<file path="src/hdl/assert_macros.svh">
// Assertion macros shared by the Intel HEX encoder modules.
// No dependencies; included inside module bodies that check their own logic.
`ifndef ASSERT_MACROS_SVH
`define ASSERT_MACROS_SVH

// Property that must hold on every clock edge outside reset.
`define ASSERT_HOLDS(lbl, clk, rst_n, prop, msg) \
    lbl: assert property (@(posedge clk) disable iff (!rst_n) (prop)) else $error(msg);

// Condition that must never be seen outside reset.
`define ASSERT_NEVER(lbl, clk, rst_n, cond, msg) \
    lbl: assert property (@(posedge clk) disable iff (!rst_n) !(cond)) else $error(msg);

`endif

</file>
<file path="src/hdl/hexe_pkg.sv">
// Package for the Intel HEX record encoder: formatter state type, record
// command struct, register map constants and ASCII helper functions.
// No dependencies.
package hexe_pkg;

    localparam int APB_AW = 2;
    localparam logic [APB_AW-1:0] REG_START_ADDR = 2'd0;

    localparam logic [7:0] CHAR_COLON = 8'h3A;
    localparam logic [7:0] CHAR_ZERO  = 8'h30;
    localparam logic [7:0] CHAR_CR    = 8'h0D;
    localparam logic [7:0] CHAR_LF    = 8'h0A;

    // The end record ":00000001FF" CR LF is thirteen characters long.
    localparam logic [3:0] END_LAST_IDX = 4'd12;

    typedef enum logic [4:0] {
        ST_IDLE,
        ST_COLON,
        ST_CNT_H,
        ST_CNT_L,
        ST_ADH_H,
        ST_ADH_L,
        ST_ADL_H,
        ST_ADL_L,
        ST_TYP_H,
        ST_TYP_L,
        ST_DAT_H,
        ST_DAT_L,
        ST_SUM_H,
        ST_SUM_L,
        ST_CR,
        ST_LF,
        ST_END
    } fmt_state_t;

    typedef struct packed {
        logic [7:0]  count;
        logic [15:0] addr;
        logic        with_end;
    } rec_cmd_t;

    function automatic logic [7:0] hex_char(input logic [3:0] nib);
        logic [7:0] c;
        if (nib < 4'd10)
        begin
            c = 8'h30 + {4'd0, nib};
        end
        else
        begin
            c = 8'h37 + {4'd0, nib};
        end
        return c;
    endfunction

    function automatic logic [7:0] end_char(input logic [3:0] idx);
        logic [7:0] c;
        unique case (idx)
            4'd0:    c = CHAR_COLON;
            4'd8:    c = 8'h31;
            4'd9:    c = 8'h46;
            4'd10:   c = 8'h46;
            4'd11:   c = CHAR_CR;
            4'd12:   c = CHAR_LF;
            default: c = CHAR_ZERO;
        endcase
        return c;
    endfunction

endpackage

</file>
<file path="src/hdl/hexe_buf.sv">
// Record buffer memory: one write port, one read port, registered read data.
// Depends on nothing but its parameters.
module hexe_buf #(
    parameter int DEPTH = 16,
    parameter int AW    = 4
) (
    input  logic          clk,
    input  logic          wr_en,
    input  logic [AW-1:0] wr_addr,
    input  logic [7:0]    wr_data,
    input  logic          rd_en,
    input  logic [AW-1:0] rd_addr,
    output logic [7:0]    rd_data
);

    logic [7:0] mem [DEPTH];
    logic [7:0] rd_data_reg;

    always_ff @(posedge clk)
    begin
        if (wr_en)
        begin
            mem[wr_addr] <= wr_data;
        end
    end

    always_ff @(posedge clk)
    begin
        if (rd_en)
        begin
            rd_data_reg <= mem[rd_addr];
        end
    end

    assign rd_data = rd_data_reg;

endmodule

</file>
<file path="src/hdl/hexe_fmt.sv">
// Record formatter: walks one data record (and the end record if asked)
// character by character, reading buffered bytes from hexe_buf.
// Depends on hexe_pkg and assert_macros.svh.
module hexe_fmt #(
    parameter int AW = 4
) (
    input  logic              clk,
    input  logic              rst_n,
    input  logic              start,
    input  hexe_pkg::rec_cmd_t cmd,
    output logic              busy,
    output logic              rd_en,
    output logic [AW-1:0]     rd_addr,
    input  logic [7:0]        rd_data,
    output logic              m_tvalid,
    input  logic              m_tready,
    output logic [7:0]        m_tdata,   // ascii_char[7:0]
    output logic              m_tlast
);
    import hexe_pkg::*;

    fmt_state_t state_reg, state_next;
    rec_cmd_t   cmd_reg;
    logic [AW-1:0] idx_reg;
    logic [3:0]    end_idx_reg;
    logic [7:0]    sum_reg;
    logic          out_valid_reg;
    logic [7:0]    out_char_reg;
    logic          out_last_reg;

    logic       advance;
    logic       last_data;
    logic [7:0] char_next;
    logic       last_next;
    logic [7:0] neg_sum;

    assign busy      = (state_reg != ST_IDLE);
    assign advance   = busy && (!out_valid_reg || m_tready);
    assign last_data = ((8'(idx_reg) + 8'd1) == cmd_reg.count);
    assign neg_sum   = 8'd0 - sum_reg;

    always_comb
    begin
        state_next = state_reg;
        unique case (state_reg)
            ST_IDLE:  if (start) state_next = ST_COLON;
            ST_COLON: if (advance) state_next = ST_CNT_H;
            ST_CNT_H: if (advance) state_next = ST_CNT_L;
            ST_CNT_L: if (advance) state_next = ST_ADH_H;
            ST_ADH_H: if (advance) state_next = ST_ADH_L;
            ST_ADH_L: if (advance) state_next = ST_ADL_H;
            ST_ADL_H: if (advance) state_next = ST_ADL_L;
            ST_ADL_L: if (advance) state_next = ST_TYP_H;
            ST_TYP_H: if (advance) state_next = ST_TYP_L;
            ST_TYP_L: if (advance) state_next = ST_DAT_H;
            ST_DAT_H: if (advance) state_next = ST_DAT_L;
            ST_DAT_L: if (advance) state_next = last_data ? ST_SUM_H : ST_DAT_H;
            ST_SUM_H: if (advance) state_next = ST_SUM_L;
            ST_SUM_L: if (advance) state_next = ST_CR;
            ST_CR:    if (advance) state_next = ST_LF;
            ST_LF:    if (advance) state_next = cmd_reg.with_end ? ST_END : ST_IDLE;
            ST_END:   if (advance && end_idx_reg == END_LAST_IDX) state_next = ST_IDLE;
            default:  state_next = ST_IDLE;
        endcase
    end

    always_comb
    begin
        char_next = CHAR_ZERO;
        last_next = 1'b0;
        rd_en     = 1'b0;
        rd_addr   = '0;
        unique case (state_reg)
            ST_COLON:
            begin
                char_next = CHAR_COLON;
                // Fetch the first byte early; it is needed several characters later.
                rd_en     = advance;
            end
            ST_CNT_H: char_next = hex_char(cmd_reg.count[7:4]);
            ST_CNT_L: char_next = hex_char(cmd_reg.count[3:0]);
            ST_ADH_H: char_next = hex_char(cmd_reg.addr[15:12]);
            ST_ADH_L: char_next = hex_char(cmd_reg.addr[11:8]);
            ST_ADL_H: char_next = hex_char(cmd_reg.addr[7:4]);
            ST_ADL_L: char_next = hex_char(cmd_reg.addr[3:0]);
            ST_DAT_H: char_next = hex_char(rd_data[7:4]);
            ST_DAT_L:
            begin
                char_next = hex_char(rd_data[3:0]);
                rd_en     = advance && !last_data;
                rd_addr   = idx_reg + AW'(1);
            end
            ST_SUM_H: char_next = hex_char(neg_sum[7:4]);
            ST_SUM_L: char_next = hex_char(neg_sum[3:0]);
            ST_CR:    char_next = CHAR_CR;
            ST_LF:
            begin
                char_next = CHAR_LF;
                last_next = !cmd_reg.with_end;
            end
            ST_END:
            begin
                char_next = end_char(end_idx_reg);
                last_next = (end_idx_reg == END_LAST_IDX);
            end
            default:
            begin
                char_next = CHAR_ZERO;
            end
        endcase
    end

    always_ff @(posedge clk or negedge rst_n)
    begin
        if (!rst_n)
        begin
            state_reg     <= ST_IDLE;
            out_valid_reg <= 1'b0;
        end
        else
        begin
            state_reg <= state_next;
            if (advance)
            begin
                out_valid_reg <= 1'b1;
            end
            else if (m_tready)
            begin
                out_valid_reg <= 1'b0;
            end
        end
    end

    always_ff @(posedge clk)
    begin
        if (start && !busy)
        begin
            cmd_reg     <= cmd;
            idx_reg     <= '0;
            end_idx_reg <= '0;
            sum_reg     <= cmd.count + cmd.addr[15:8] + cmd.addr[7:0];
        end
        else if (advance)
        begin
            if (state_reg == ST_DAT_H)
            begin
                sum_reg <= sum_reg + rd_data;
            end
            if (state_reg == ST_DAT_L)
            begin
                idx_reg <= idx_reg + AW'(1);
            end
            if (state_reg == ST_END)
            begin
                end_idx_reg <= end_idx_reg + 4'd1;
            end
        end
        if (advance)
        begin
            out_char_reg <= char_next;
            out_last_reg <= last_next;
        end
    end

    assign m_tvalid = out_valid_reg;
    assign m_tdata  = out_char_reg;
    assign m_tlast  = out_last_reg;

    `include "assert_macros.svh"

    `ASSERT_HOLDS(a_start_idle, clk, rst_n, start |-> state_reg == ST_IDLE, "record started while busy")
    `ASSERT_HOLDS(a_idx_in_count, clk, rst_n, (state_reg == ST_DAT_H) |-> (8'(idx_reg) < cmd_reg.count), "data index beyond record count")
    `ASSERT_HOLDS(a_adv_loads, clk, rst_n, advance |=> out_valid_reg, "character lost from output register")

endmodule

</file>
<file path="src/hdl/intel_hex_record_encoder.sv">
// Intel HEX record encoder. A byte that does not close a record is taken when the
// formatter is idle. A record of n bytes gives 13 + 2n characters, one a cycle while
// the sink takes them; the end record adds 13 more.
// No new byte is taken until the formatter has loaded the last character of a record.
// Reset (rst_n, asynchronous) clears fill count, address and start address to zero;
// the record buffer needs no clearing since only bytes of the current record are read.
module intel_hex_record_encoder #(
    parameter int RECORD_BYTES = 16
) (
    input  logic                         clk,
    input  logic                         rst_n,
    input  logic                         s_tvalid,
    output logic                         s_tready,
    input  logic [7:0]                   s_tdata,   // data_byte[7:0]
    input  logic                         s_tlast,
    output logic                         m_tvalid,
    input  logic                         m_tready,
    output logic [7:0]                   m_tdata,   // ascii_char[7:0]
    output logic                         m_tlast,
    input  logic                         psel,
    input  logic                         penable,
    input  logic                         pwrite,
    input  logic [hexe_pkg::APB_AW-1:0]  paddr,
    input  logic [31:0]                  pwdata,
    output logic [31:0]                  prdata,
    output logic                         pready
);
    import hexe_pkg::*;

    localparam int AW = (RECORD_BYTES > 1) ? $clog2(RECORD_BYTES) : 1;
    localparam int CW = $clog2(RECORD_BYTES + 1);

    logic [15:0]   start_addr_reg;
    logic [15:0]   cur_addr_reg, cur_addr_next;
    logic [CW-1:0] fill_count_reg, fill_count_next;

    logic          cfg_wr;
    logic          in_acc;
    logic          flush;
    logic [7:0]    rec_count;
    rec_cmd_t      cmd;
    logic          fmt_busy;
    logic          rd_en;
    logic [AW-1:0] rd_addr;
    logic [7:0]    rd_data;

    assign pready  = 1'b1;
    assign cfg_wr  = psel && penable && pwrite && (paddr == REG_START_ADDR);
    assign prdata  = (paddr == REG_START_ADDR) ? {16'd0, start_addr_reg} : 32'd0;

    assign s_tready  = !fmt_busy;
    assign in_acc    = s_tvalid && s_tready;
    assign rec_count = 8'(fill_count_reg) + 8'd1;
    assign flush     = (32'(fill_count_reg) + 32'd1 == RECORD_BYTES) || s_tlast;

    assign cmd.count    = rec_count;
    assign cmd.addr     = cur_addr_reg;
    assign cmd.with_end = s_tlast;

    always_comb
    begin
        fill_count_next = fill_count_reg;
        cur_addr_next   = cur_addr_reg;
        if (in_acc)
        begin
            fill_count_next = flush ? '0 : (fill_count_reg + CW'(1));
        end
        priority if (cfg_wr)
        begin
            cur_addr_next = pwdata[15:0];
        end
        else if (in_acc && flush)
        begin
            cur_addr_next   = s_tlast ? start_addr_reg : (cur_addr_reg + {8'd0, rec_count});
        end
        else
        begin
            cur_addr_next = cur_addr_reg;
        end
    end

    always_ff @(posedge clk or negedge rst_n)
    begin
        if (!rst_n)
        begin
            start_addr_reg <= '0;
            cur_addr_reg   <= '0;
            fill_count_reg <= '0;
        end
        else
        begin
            if (cfg_wr)
            begin
                start_addr_reg <= pwdata[15:0];
            end
            cur_addr_reg   <= cur_addr_next;
            fill_count_reg <= fill_count_next;
        end
    end

    hexe_buf #(
        .DEPTH (RECORD_BYTES),
        .AW    (AW)
    ) u_buf (
        .clk     (clk),
        .wr_en   (in_acc),
        .wr_addr (fill_count_reg[AW-1:0]),
        .wr_data (s_tdata),
        .rd_en   (rd_en),
        .rd_addr (rd_addr),
        .rd_data (rd_data)
    );

    hexe_fmt #(
        .AW (AW)
    ) u_fmt (
        .clk      (clk),
        .rst_n    (rst_n),
        .start    (in_acc && flush),
        .cmd      (cmd),
        .busy     (fmt_busy),
        .rd_en    (rd_en),
        .rd_addr  (rd_addr),
        .rd_data  (rd_data),
        .m_tvalid (m_tvalid),
        .m_tready (m_tready),
        .m_tdata  (m_tdata),
        .m_tlast  (m_tlast)
    );

    `include "assert_macros.svh"

    `ASSERT_HOLDS(a_fill_room, clk, rst_n,
        in_acc |-> (32'(fill_count_reg) < RECORD_BYTES), "byte accepted into full buffer")
    `ASSERT_HOLDS(a_flush_clears, clk, rst_n,
        (in_acc && flush) |=> (fill_count_reg == '0), "fill count not cleared after record")

endmodule
</file>
<file path="config.mk">
export PLATFORM = sky130hd
export DESIGN_NAME = intel_hex_record_encoder
export DESIGN_NICKNAME = d
export VERILOG_FILES = /design/src/hdl/hexe_pkg.sv /design/src/hdl/hexe_buf.sv /design/src/hdl/hexe_fmt.sv /design/src/hdl/intel_hex_record_encoder.sv
export VERILOG_INCLUDE_DIRS = /design/src /design/src/hdl
export SDC_FILE = /design/constraint.sdc
export NUM_CORES = 1
export LEC_CHECK = 0
export BUFFER_PORTS_ARGS = -buffer_cell sky130_fd_sc_hd__buf_4
export CAP_MARGIN = 25
export CORE_ASPECT_RATIO = 1.25
export CORE_MARGIN = 2
export CORE_UTILIZATION = 30
export DETAILED_ROUTE_END_ITERATION = 8
export PLACE_DENSITY = 0.44
export SYNTH_ARGS = -nofsm -noshare
export SYNTH_HDL_FRONTEND = slang
export SYNTH_HIERARCHICAL = 1
export SYNTH_SLANG_ARGS = --single-unit
</file>
<file path="constraint.sdc">
create_clock -name clk -period 9.2 [get_ports clk]
set_clock_uncertainty 0.1 [all_clocks]
set_input_delay 0.46 -clock clk [delete_from_list [all_inputs] [get_ports clk]]
set_output_delay 0.46 -clock clk [all_outputs]
set_load 0.005 [all_outputs]
</file>
==> metrics.md, run 1 <==
| Metric | Value |
|---|---|
| Inserted Clock Buffers | `26` |
| Unique cell type count in the Yosys netlist | `87` |
| Fmax | `215 MHz` |
| Setup TNS | `0 ns` |
| Cell Rows | `83` |
| Setup Buffers After CTS | `0` |
| DP HPWL | `22600 µm` |
| Core Area | `40800 µm²` |
| Critical setup path kind | `reg2reg` |
| Req. time, crit path | `9.53 ns` |
| GRT Residual Overflow | `0` |
| Final Util | `34.8%` |
| DR WL/cell | `19.2 µm` |
| Post-Synthesis Mean Instance Area | `11.8 µm²` |
| Worst setup EP type | `flip-flop` |
| Final net count | `1208` |
| Final setup vio count | `0` |
| Number of synthesized register bits | `228` |
| Max Cap Violations | `0` |
| Initial Util | `30.3%` |
| Worst-path fanout max | `41` |
| LEAKAGE | `5.22 nW` |
| GP Congestion | `0.921` |
| Status | `finished, final reports clean` |
| Sequential share of the synthesized area | `53.0%` |
| WL met2 | `15500 µm` |
| Tcrit/Tclk final | `50.6%` |
| Top post-synthesis cells by area | `edfxtp_1 (43%), dfrtp_1 (8.7%), ha_1 (3.5%)` |
| Pwr Total | `3.53 mW` |
| Maximum root-to-sink buffer count | `3` |
| Root buffer cell | `clkbuf_16` |
| Worst Max-Slew Pin Slew | `0.947 ns` |
| Async set-reset flop share out of synthesis | `18.9%` |
| Vias | `8352` |
| Top FF cell, synth | `edfxtp_1` |
| Cell count after synthesis | `1045` |
| Multi-input gate area | `5300 µm²` |
| Hold Violations, Final | `0` |
| Vias in the first global route | `8362` |
| Cell Pwr Density | `248 nW/µm²` |
| Chip width | `185 µm` |
| Vias per cell | `4.96` |
| Worst-Skew Late Latency | `0.56 ns` |
| Area occupied by registers | `6550 µm²` |
| Iteration-0 DRC Markers | `650` |
| Min-delay worst type | `in2reg` |
| Initial antenna violation count | `0` |
| Critical-path cell list | `nor2_1, nand2_1, nand2b_2, nor2_1, a21oi_4, inv_2, nand3_1, inv_2, a211oi_1, o21ai_1, o21ai_0` |
| Hold_ws | `0.0329 ns` |
| Top Ports | `94` |
| Fin crit period | `4.66 ns` |
| Dpl cells | `1628` |
| First-pass GRT wire length | `50200 µm` |
| CP startpoint kind | `flip-flop` |
| ANT nets after route | `0` |
| Fillers | `4092` |
| RSZ-0062 raised after global routing | `no` |
| Count of flip-flops with a built-in enable after synthesis | `177` |
| Synth top area share | `43.0%` |
| Sink Count | `228` |
| WL met3 | `1160 µm` |
| Clock transition at path regs | `0.06 ns` |
| TritonCTS clock tree | `yes` |
| Worst vdd ir | `0.000133 V` |
| IO buf count | `59` |
| Most area-hungry cell type in the Yosys netlist | `edfxtp_1` |
| Wl on met1 | `14800 µm` |
| Arr. time, crit path | `4.99 ns` |
| Die Area | `42800 µm²` |
| Synth-to-Final Area Change | `15.1%` |
| Fin cells | `1685` |
| TritonRoute pass-1 iters | `5` |
| YS warnings | `6` |
| Max FFs per register | `128` |
| # diodes | `0` |
| Mapped cell area | `12400 µm²` |
| Slew headroom | `36.6%` |
| H-tree depth | `1` |
| Max stage delay on crit path | `0.80 ns` |
| Total track usage | `15.4%` |
| DRC Markers | `0` |
| Slowest cell on the critical path | `inv_2` |
| Maximum number of pins on one net before global-route repair | `44` |
| Share of cells above drive strength 1 | `13.2%` |
| Top Metal Used | `met4` |
| Final max-slew violation count | `0` |
| Final WL | `32300 µm` |
| Die height | `231 µm` |
-- synthesized netlist by cell type (all sizes together) (8+ instances only) --
cell type and count:
a21oi 54, a22oi 27, o22ai 14, fa 10
xor2 12, clkbuf 12, ha 35, nor3 30
nand2 111, nand3 23, nand4 10, nor2 74
inv 48, and2 25, dfxtp 8, nand2b 11
dfrtp 43, xnor2 34, mux4 32, o21ai 47
edfxtp 177, buf 41, mux2i 8, a211oi 11
nor2b 19
-- report_power, final --
group	total [mW]	internal [mW]	switching, mW
Clock	1.07	0.639	0.435
Sequential	1.41	1.24	0.166
Combinational	1.05	0.455	0.592
-- final cells by class --
class | count | share of cell area [%]
well taps | 552 | 4.86
clock inverters | 15 | 1.49
inverters | 48 | 1.28
repair buffers | 77 | 4.22
clock buffers | 33 | 4.76
flip-flops and latches | 228 | 46.1
multi-input cells | 732 | 37.3
-- through the flow --
step           area [µm²]  setup slack, ns
4_1_cts             14200             4.54
2_1_floorplan       12400             5.94
3_3_place_gp        13200             4.63
3_5_place_dp        13200             4.55
5_1_grt             14200             4.16
6_report            14200             4.54
-- worst max-delay path, delay by kind of cell (launching register included) --
| kind | cells | cell delay, ns |
|---|---|---|
| flip-flops | 1 | 0.57 |
| AO/OA/AOI/OAI | 4 | 0.60 |
| AND/OR/NAND/NOR | 5 | 2.07 |
| buffers and inverters | 2 | 1.15 |
-- cell families after synthesis --
family	Yosys count	share of synthesized area (%)
AO/OA/AOI/OAI	229	12.5
XOR/XNOR	46	3.26
adder cells (fa/ha/maj)	45	5.17
buffers and inverters	104	4.66
flip-flops	228	53.0
multiplexers	41	7.00
other	3	0.0912
AND/OR/NAND/NOR	349	14.2
-- layout by cell type (no fill, tap or decap), drive strengths merged, types with 6 or more instances in the layout --
| cell type | netlist | final |
|---|---|---|
| dfrtp | 43 | 43 |
| nor2b | 19 | 19 |
| a21oi | 54 | 54 |
| mux2i | 8 | 8 |
| xnor2 | 34 | 34 |
| nand2b | 11 | 11 |
| nand3b | 6 | 6 |
| nand3 | 23 | 23 |
| and3 | 7 | 7 |
| nor4 | 7 | 7 |
| conb | 3 | 22 |
| nand2 | 111 | 111 |
| a21o | 6 | 6 |
| o21ai | 47 | 47 |
| inv | 48 | 49 |
| dlygate4sd3 | 0 | 9 |
| o21a | 7 | 7 |
| a31oi | 7 | 7 |
| mux4 | 32 | 32 |
| edfxtp | 177 | 177 |
| and2 | 25 | 25 |
| nand4 | 10 | 10 |
| clkinv | 0 | 10 |
| a22oi | 27 | 27 |
| clkbuf | 12 | 33 |
| dfxtp | 8 | 8 |
| a211o | 7 | 7 |
| fa | 10 | 10 |
| o22ai | 14 | 14 |
| buf | 41 | 68 |
| ha | 35 | 35 |
| xor2 | 12 | 12 |
| a211oi | 11 | 11 |
| nor3 | 30 | 30 |
| nor2 | 74 | 74 |
-- timing repair --
action                                  4_1_cts  5_1_grt
hold buffers                                  9        0
gates resized for setup                       0        0
hold endpoints to repair                     52        0
endpoints found under the setup margin        0        0
-- final timing paths --
check,start,end,slack [ns],cells past startpoint
max reg2reg,u_fmt/state_reg[1],u_fmt/state_reg[3],4.54,11
max in group asynchronous,rst_n,fill_count_reg[1],8.16,2
max,u_fmt/state_reg[1],u_fmt/state_reg[3],4.54,11
min,pwdata[2],start_addr_reg[2],0.03,3
min reg2reg,start_addr_reg[11],start_addr_reg[11],0.40,2
min in group asynchronous,rst_n,u_fmt/state_reg[3],0.37,2
-- per-layer routing --
layer / vias to the layer above / GRT usage (%)
met3: 56 / 1.86
met4: 0 / 5.16
met2: 165 / 25.6
li1: 4038 / -
met1: 4093 / 20.8
met5: - / 0
Note: power is estimated with default switching activity, not from simulation.
==> inputs of run 2 (changes only) <==
==> constraint.sdc (replaced) <==
create_clock -name clk -period 4.8 [get_ports clk]
set_clock_uncertainty 0.1 [all_clocks]
set_input_delay 0.24 -clock clk [delete_from_list [all_inputs] [get_ports clk]]
set_output_delay 0.24 -clock clk [all_outputs]
set_load 0.005 [all_outputs]
==> run 2 against run 1 <==
  * Global-route usage up 0.052 points
  * Worst setup slack lost 3.6 ns
  * Core utilization is 0.20 points higher
  * First-iteration DRC count is 14% lower
  * Maximum frequency rose by 21%
  * Die area unchanged
  * Wire length is 0.65% higher
  * Flip-flop and latch count stayed put
  * Critical path type unchanged
==> metrics.md, run 2 (synthesized netlist as in run 1, its figures left out) <==
| Metric | Value |
|---|---|
| Max Cap Violations | `0` |
| Final WL | `32500 µm` |
| Final setup vio count | `0` |
| Worst-Skew Late Latency | `0.55 ns` |
| Busiest grt layer | `met2` |
| IO buf count | `59` |
| Initial antenna violation count | `0` |
| Worst setup EP type | `flip-flop` |
| LEAKAGE | `5.25 nW` |
| Commonest non-fill, non-tap cell in the layout | `edfxtp_1` |
| Worst vdd ir | `0.000242 V` |
| Final net count | `1227` |
| Req. time, crit path | `4.98 ns` |
| Die height | `231 µm` |
| Iteration-0 DRC Markers | `559` |
| First-pass GRT wire length | `50600 µm` |
| Maximum number of pins on one net before global-route repair | `44` |
| Min-delay worst type | `in2reg` |
| Arr. time, crit path | `4.04 ns` |
| Commonest cells after routing, fill and taps aside | `edfxtp_1 (177), nand2_1 (111), nor2_1 (73)` |
| TritonRoute pass-1 iters | `5` |
| Inserted Clock Buffers | `25` |
| Setup TNS | `0 ns` |
| # diodes | `0` |
| Cell Rows | `83` |
| M2 GR Usage | `26.3%` |
| R2r setup slk | `0.94 ns` |
| Initial Util | `30.3%` |
| DP HPWL | `22900 µm` |
| RSZ-0062 raised after global routing | `no` |
| Root buffer cell | `clkbuf_16` |
| Worst r2r path cells | `10` |
| Top Ports | `94` |
| Global-route track usage on met1 | `20.9%` |
| Sink Count | `228` |
| Vias in the first global route | `8492` |
| Final Util | `35.0%` |
| GP Congestion | `0.878` |
| ANT nets after route | `0` |
| Fmax | `259 MHz` |
| R2R Path Start | `u_fmt/state_reg[0]` |
| H-tree depth | `1` |
| Status | `finished, final reports clean` |
| Hold path startpoint | `s_tlast` |
| Die Area | `42800 µm²` |
| GRT Residual Overflow | `0` |
| Hold_buf cts | `25` |
| TritonCTS clock tree | `yes` |
| Worst-path fanout max | `33` |
| Slowest cell on the critical path | `nor2_1` |
| Tcrit/Tclk final | `80.4%` |
| Vias per cell | `4.98` |
| Dpl cells | `1632` |
| Total track usage | `15.5%` |
| Vias | `8470` |
| Share of cells above drive strength 1 | `13.2%` |
| DRC Markers | `0` |
| Core Area | `40800 µm²` |
| Worst hold path cell count | `1` |
| Clock transition at path regs | `0.06 ns` |
| Hold Violations, Final | `0` |
| Critical setup path kind | `reg2reg` |
| DR WL/cell | `19.1 µm` |
| Pwr Total | `6.55 mW` |
| Max FFs per register | `128` |
| Worst hold endpoint | `u_fmt/cmd_reg[0]` |
| Final max-slew violation count | `0` |
| Fin cells | `1702` |
| CP startpoint kind | `flip-flop` |
| PostCTS Resize Cnt | `0` |
| Synth-to-Final Area Change | `15.8%` |
| RR Endpoint | `u_fmt/sum_reg[6]` |
| Worst Max-Slew Pin Slew | `0.934 ns` |
| Max stage delay on crit path | `0.57 ns` |
| Setup Buffers After CTS | `0` |
| GR Layer Usage met3 | `1.81%` |
| Cell Pwr Density | `458 nW/µm²` |
| Maximum root-to-sink buffer count | `3` |
| Chip width | `185 µm` |
| Critical-path cell list | `nor2_1, nand2_1, nand2b_2, nor2_1, a21oi_4, inv_2, nand3_1, inv_2, buf_4, o21ai_0` |
| Fin crit period | `3.86 ns` |
| Slew headroom | `37.5%` |
## run 2: how the worst max path moves through the flow
stage,slack [ns],end,start
2_1_floorplan,1.54,u_fmt/sum_reg[2],u_fmt/state_reg[3]
3_3_place_gp,1.00,u_fmt/sum_reg[5],u_fmt/state_reg[0]
3_5_place_dp,0.96,u_fmt/sum_reg[6],u_fmt/state_reg[0]
4_1_cts,0.94,u_fmt/sum_reg[6],u_fmt/state_reg[0]
5_1_grt,0.60,u_fmt/sum_reg[5],u_fmt/state_reg[3]
6_report,0.94,u_fmt/sum_reg[6],u_fmt/state_reg[0]
## run 2: layout make-up
type                    count  area (µm²)
fillers                  4073       26500
flip-flops and latches    228        6550
multi-input cells         732        5310
repair buffers             97         803
well taps                 552         691
clock buffers              29         641
inverters                  48         183
clock inverters            16         123
## run 2: through the flow
stage,hold WS [ns],cell area (µm²),setup slack (ns)
after global routing,0.0305,14300,0.604
after global placement,0.219,13300,1.00
final,0.0400,14300,0.942
after floorplan,-0.156,12400,1.54
after CTS,0.0113,14300,0.939
after detailed placement,0.223,13300,0.963
## run 2: power by group
part	total (mW)	leakage (nW)	internal [mW]	switching, mW
Combinational	2.04	2.67	0.889	1.15
Clock	1.82	0.374	1.02	0.807
Sequential	2.69	2.21	2.38	0.303
Total	6.55	5.25	4.29	2.26
## run 2: routing by layer
| layer | wire (µm) | up-vias |
|---|---|---|
| met5 | 0 | - |
| met4 | 643 | 0 |
| met3 | 1220 | 41 |
| met2 | 16000 | 154 |
| met1 | 14700 | 4204 |
| li1 | - | 4071 |
## run 2: critical path, delay by kind of cell, from the launching register on
kind                   cells  cell delay (ns)
AO/OA/AOI/OAI              2             0.32
flip-flops                 1             0.53
AND/OR/NAND/NOR            5             1.96
buffers and inverters      3             0.64
